===== src/rtl/ccbd_pkg.sv =====
package ccbd_pkg;

  // Memory sizes
  localparam int unsigned RAM_DEPTH_DEF     = 2048;
  localparam int unsigned PROGRAM_DEPTH_DEF = 32768;

  // Bus widths
  localparam int unsigned ADDR_W   = 16;
  localparam int unsigned BYTE_W   = 8;
  localparam int unsigned IN_DW    = 40;
  localparam int unsigned OUT_DW   = 40;
  localparam int unsigned ACT_W    = 2;
  localparam int unsigned PPU_RW   = 3;

  // Decode constants
  localparam logic [ADDR_W-1:0] DMA_REG_ADDR = 16'h4014;
  localparam logic [ADDR_W-1:0] PAD_ADDR     = 16'h4016;
  localparam logic [2:0]        RAM_REGION   = 3'b000;
  localparam logic [2:0]        PPU_REGION   = 3'b001;
  localparam logic [BYTE_W-1:0] DMA_LAST_IDX = 8'hFF;

  // Beat kinds on the input side
  typedef enum logic [ACT_W-1:0] {
    ACT_READ  = 2'd0,
    ACT_WRITE = 2'd1,
    ACT_TICK  = 2'd2
  } action_t;

  // Controller to datapath
  typedef struct packed {
    logic capture;
    logic clr_wr;
    logic commit;
  } ccbd_cmd_t;

  // Datapath to controller
  typedef struct packed {
    logic clr_last;
    logic out_busy;
  } ccbd_stat_t;

endpackage


===== src/rtl/ccbd_ctrl.sv =====
module ccbd_ctrl
  import ccbd_pkg::*;
(
  input  logic       clk,
  input  logic       rst_n,
  input  logic       in_tvalid,
  output logic       in_tready,
  input  ccbd_stat_t stat,
  output ccbd_cmd_t  cmd
);

  typedef enum logic [3:0] {
    S_CLR  = 4'b0001,
    S_IDLE = 4'b0010,
    S_RD   = 4'b0100,
    S_EXEC = 4'b1000
  } state_t;

  state_t state_r, state_nxt;

  // Next state and commands
  always_comb begin
    state_nxt   = state_r;
    in_tready   = 1'b0;
    cmd.capture = 1'b0;
    cmd.clr_wr  = 1'b0;
    cmd.commit  = 1'b0;
    unique case (state_r)
      S_CLR: begin
        cmd.clr_wr = 1'b1;
        if (stat.clr_last) begin
          state_nxt = S_IDLE;
        end
      end
      S_IDLE: begin
        in_tready = 1'b1;
        if (in_tvalid) begin
          cmd.capture = 1'b1;
          state_nxt   = S_RD;
        end
      end
      S_RD: begin
        state_nxt = S_EXEC;
      end
      S_EXEC: begin
        if (!stat.out_busy) begin
          cmd.commit = 1'b1;
          state_nxt  = S_IDLE;
        end
      end
      default: begin
        state_nxt = S_CLR;
      end
    endcase
  end

  always_ff @(posedge clk) begin
    if (!rst_n) begin
      state_r <= S_CLR;
    end else begin
      state_r <= state_nxt;
    end
  end

endmodule


===== config.mk =====
export PLATFORM = sky130hd
export DESIGN_NAME = ccbd_ctrl
export DESIGN_NICKNAME = d
export VERILOG_FILES = /design/src/rtl/ccbd_pkg.sv /design/src/rtl/ccbd_ctrl.sv
export SDC_FILE = /design/constraint.sdc
export NUM_CORES = 1
export LEC_CHECK = 0
export ABC_AREA = 0
export BUFFER_PORTS_ARGS = -buffer_cell sky130_fd_sc_hd__buf_2
export CAP_MARGIN = 20
export CORE_AREA = 2 2 39 41
export DETAILED_ROUTE_END_ITERATION = 7
export DIE_AREA = 0 0 41 43
export PLACE_DENSITY = 0.37
export SYNTH_ARGS = -nofsm -noshare
export SYNTH_HDL_FRONTEND = slang
export SYNTH_SLANG_ARGS = --single-unit
export TNS_END_PERCENT = 10

===== constraint.sdc =====
create_clock -name clk -period 2 [get_ports clk]
set_input_delay 0.6 -clock clk [delete_from_list [all_inputs] [get_ports clk]]
set_output_delay 0.6 -clock clk [all_outputs]
set_load 0.05 [all_outputs]

# Yosys cells after proc, flatten, opt, wreduce, memory -nomap -nowiden
# Index checks and enable logic that the tools add are counted.
totals:
  register_bits: 4
  output_inout_bits: 4
  word_cells: 19
op_classes:
  eq_ne: 7
  mux: 10
  n_reduce_logical: 1
op_table:
  columns: ["op", "n"]
  rows:
  - ["4-bit case mux with 4 select lines", 1]
  - ["4-bit 2-to-1 mux", 3]
  - ["1-bit 2-to-1 mux", 6]
  - ["2-bit inequality test (second input constant)", 3]
  - ["4-bit by 1-bit == test with 1-bit output (second input constant)", 1]
  - ["4-bit by 2-bit == test with 1-bit output (second input constant)", 1]
  - ["4-bit by 3-bit == test with 1-bit output (second input constant)", 1]
  - ["4-bit == test (second input constant)", 1]
  - ["3-bit AND reduction", 1]

# Depth between registers and ports, before layout
depth:
  ltp_word: 3
  depth_mapped: 4
  mapped_depth_nobuf: 3

# Worst setup path after synthesis
# No wires, ideal clock.
synth_timing:
  kind: "reg-to-output"
  startpoint: "register state_r[2]"
  endpoint: "output port cmd[2] (netlist bit)"
  arrival_time_ns: 2.794
  slack_ns: -1.394
  path_stages_with_launch: 4
  path_cell_list: "dfxtp_1 buf_2 nor4b_1 and2_1"
synth_lines:
  columns: ["item", "line_no", "rtl"]
  rows:
  - ["start, declared", "ccbd_ctrl.sv:19", "state_t state_r, state_nxt;"]
  - ["start signal, assigned", "ccbd_ctrl.sv:61", "state_r <= state_nxt;"]
  - ["end, declared", "ccbd_ctrl.sv:9", "output ccbd_cmd_t cmd"]

==> flow_metrics.env <==
export IMPL_fillers=164
export IMPL_worstSkewPairLatency_ns=0.23
export IMPL_routed_via_density=4.35
export IMPL_critPathArrivalTime_ns=1.29
export IMPL_cts_buffers=3
export IMPL_dr_pass1_iters=1
export IMPL_initial_core_util_pct=18.3
export IMPL_synth_simple_area_share_pct=46.5
export IMPL_mappedNetlistArea_um2=253
export IMPL_syn_nets=31
export IMPL_row_count=14
export IMPL_grtUsageTotal_pct=9.13
export IMPL_finalHoldViolCount=0
export IMPL_place_ws_ns=0.183
export IMPL_boundaryPins=9
export IMPL_die_h_um=43
export IMPL_start_kind="flop"
export IMPL_synth_compound_area_share_pct=13.9
export IMPL_cts_tree="built"
export IMPL_relSlewSlack_pct=84.6
export IMPL_end_kind="primary output"
export IMPL_drc_errors=0
export IMPL_p_leak_nw=0.146
export IMPL_syn_inst=26
export IMPL_drtAntennaViolNets=0
export IMPL_post_cts_buffers=0
export IMPL_first_iter_violations=0
export IMPL_hold_class="reg2reg"
export IMPL_cpMaxStageDelayCell="dfxtp_2"
export IMPL_path_buf_inv=1
export IMPL_ctsHtreeMaxLevel=1
export IMPL_grt_max_degree=12
export IMPL_r2r_setup_slack_ns=0.69
export IMPL_root_buffer="clkbuf_4"
export IMPL_cp_cell_sequence="nor4b_4, and2_1, buf_2"
export IMPL_worst_slew_pin_slew_ns=0.228
export IMPL_first_global_vias=238
export IMPL_crit_type="reg2out"
export IMPL_powerDensity_nw_per_um2=655
export IMPL_cp_slowest_stage_delay_ns=0.35
export IMPL_cp_top_family="simple AND/OR/NAND/NOR gates"
export IMPL_slew_viol_final=0
export IMPL_synthToLayoutAreaGrowth_pct=42.6
export IMPL_final_setup_viol_count=0
export IMPL_reg_top3="state_r: 4 flops"
export IMPL_power_total_mw=0.236
export IMPL_vias=226
export IMPL_synth_cell_types=19
export IMPL_top_register="state_r"
export IMPL_syn_avg_cell_area_um2=9.72
export IMPL_rsz0062_at_grt="false"
export IMPL_most_common_layout_cells="7 x buf_2, 4 x clkbuf_4, 3 x dfxtp_2"
export IMPL_clk_pin_slew_ns=0.04
export IMPL_drive_gt1_share_pct=58.3
export IMPL_hpwlAfterDp_um=410
export IMPL_whs_ns=0.496
export IMPL_ys_seq_elements=4
export IMPL_diodes=0
export IMPL_die_w_um=41
export IMPL_max_freq_ghz=0.530
export IMPL_gp_congestion=0.740
export IMPL_finalCritPeriodShare_pct=94.3
export IMPL_dieArea_um2=1760
export IMPL_ys_seq_area_share_pct=31.7
export IMPL_finalCriticalPeriod_ns=1.89
export IMPL_ir_worst_vdd_mv=0.215
export IMPL_wl_per_cell_um=10.8
export IMPL_final_net_count=43
export IMPL_antenna_found_initial=0
export IMPL_synth_warnings=0
export IMPL_run_status="finished, final reports clean"
export IMPL_grt_overflow=0
export IMPL_largest_reg_flops=4
export IMPL_setup_ws_ns=0.113
export IMPL_cap_violations=0
export IMPL_synth_xor_area_share_pct=0
export IMPL_routed_wl_um=563
export IMPL_clock_path_buffers=2
export IMPL_fin_skew_ns=0.00300
export IMPL_synthMuxAreaShare_pct=0
export IMPL_synth_top_family_by_area="simple AND/OR/NAND/NOR gates"
export IMPL_critPathRequiredTime_ns=1.40
export IMPL_final_common_cell="buf_2"
export IMPL_critPathMaxFanout=7
export IMPL_core_area_um2=1380
export IMPL_finalSetupTns_ns=0
export IMPL_synthAdderAreaFrac_pct=0
export IMPL_cts_hold_buf=0
export IMPL_port_buffer_count=8
export IMPL_grt_pass1_wl_um=1040
export IMPL_clock_sinks=4
==> worst reg2reg max path, delay by kind of cell (launching register included) <==
| kind | cells | cell delay (ns) |
|---|---|---|
| and+or+nand+nor | 2 | 0.65 |
| DFF | 1 | 0.44 |
| AOI/OAI and AO/OA | 1 | 0.15 |
==> cell usage after synthesis (all sizes together) <==
master / count / share of area, %
o21ai: 2 / 4.0
nand2b: 1 / 2.5
and3: 1 / 2.5
and2b: 1 / 3.5
nor4b: 3 / 10
nor3b: 1 / 4.9
inv: 1 / 1.5
o311a: 2 / 7.9
or4b: 1 / 4.0
and3b: 2 / 7.4
nor4: 1 / 2.5
dfxtp: 4 / 32
and2: 1 / 2.5
or4bb: 1 / 4.5
nor3: 1 / 2.0
a21oi: 1 / 2.0
buf: 2 / 6.4
==> final timing paths <==
| kind | from | end | cells past startpoint |
|---|---|---|---|
| setup / recovery | state_r[3] | cmd[2] | 3 |
| hold / removal | state_r[1] | state_r[3] | 1 |
| setup reg to reg | state_r[0] | state_r[1] | 3 |
| hold reg to reg | state_r[1] | state_r[3] | 1 |
==> through the flow <==
step	cells	cell area [µm²]	utilization (%)
5_1_grt	52	360	26.0
3_5_place_dp	49	323	23.3
4_1_cts	52	345	25.0
2_1_floorplan	26	272	-
3_3_place_gp	49	323	23.3
6_report	52	360	26.0
==> metal layers <==
metal / wire (µm) / track usage, % / vias up
met5: 0 / 0 / -
met4: 0 / 10.0 / 0
met3: 21 / 3.66 / 0
met2: 280 / 9.38 / 3
met1: 261 / 12.5 / 102
li1: - / - / 121
==> cell families (layout without fill, tap and decap cells) <==
family,after synthesis,count (layout)
and+or+nand+nor,14,14
buffers and inverters,3,13
AOI/OAI and AO/OA,5,5
DFF,4,4
==> power by group <==
part | internal [mW] | switching (mW)
combinational | 0.0206 | 0.0234
clock | 0.0670 | 0.0309
sequential | 0.0848 | 0.00934
total | 0.172 | 0.0636
==> cell type report <==
class	count	area, µm²	share of cell area (%)
multi-input cells	19	180	50.0
flip-flops and latches	4	83.8	23.3
repair buffers	9	50.0	13.9
clock buffers	3	22.5	6.25
well taps	16	20.0	5.56
inverters	1	3.75	1.04
==> timing repair <==
action,CTS,global route
gates resized for setup,0,5
setup endpoints to repair,0,3
hold endpoints to repair,0,0
Power figures use the tool's default switching activity.
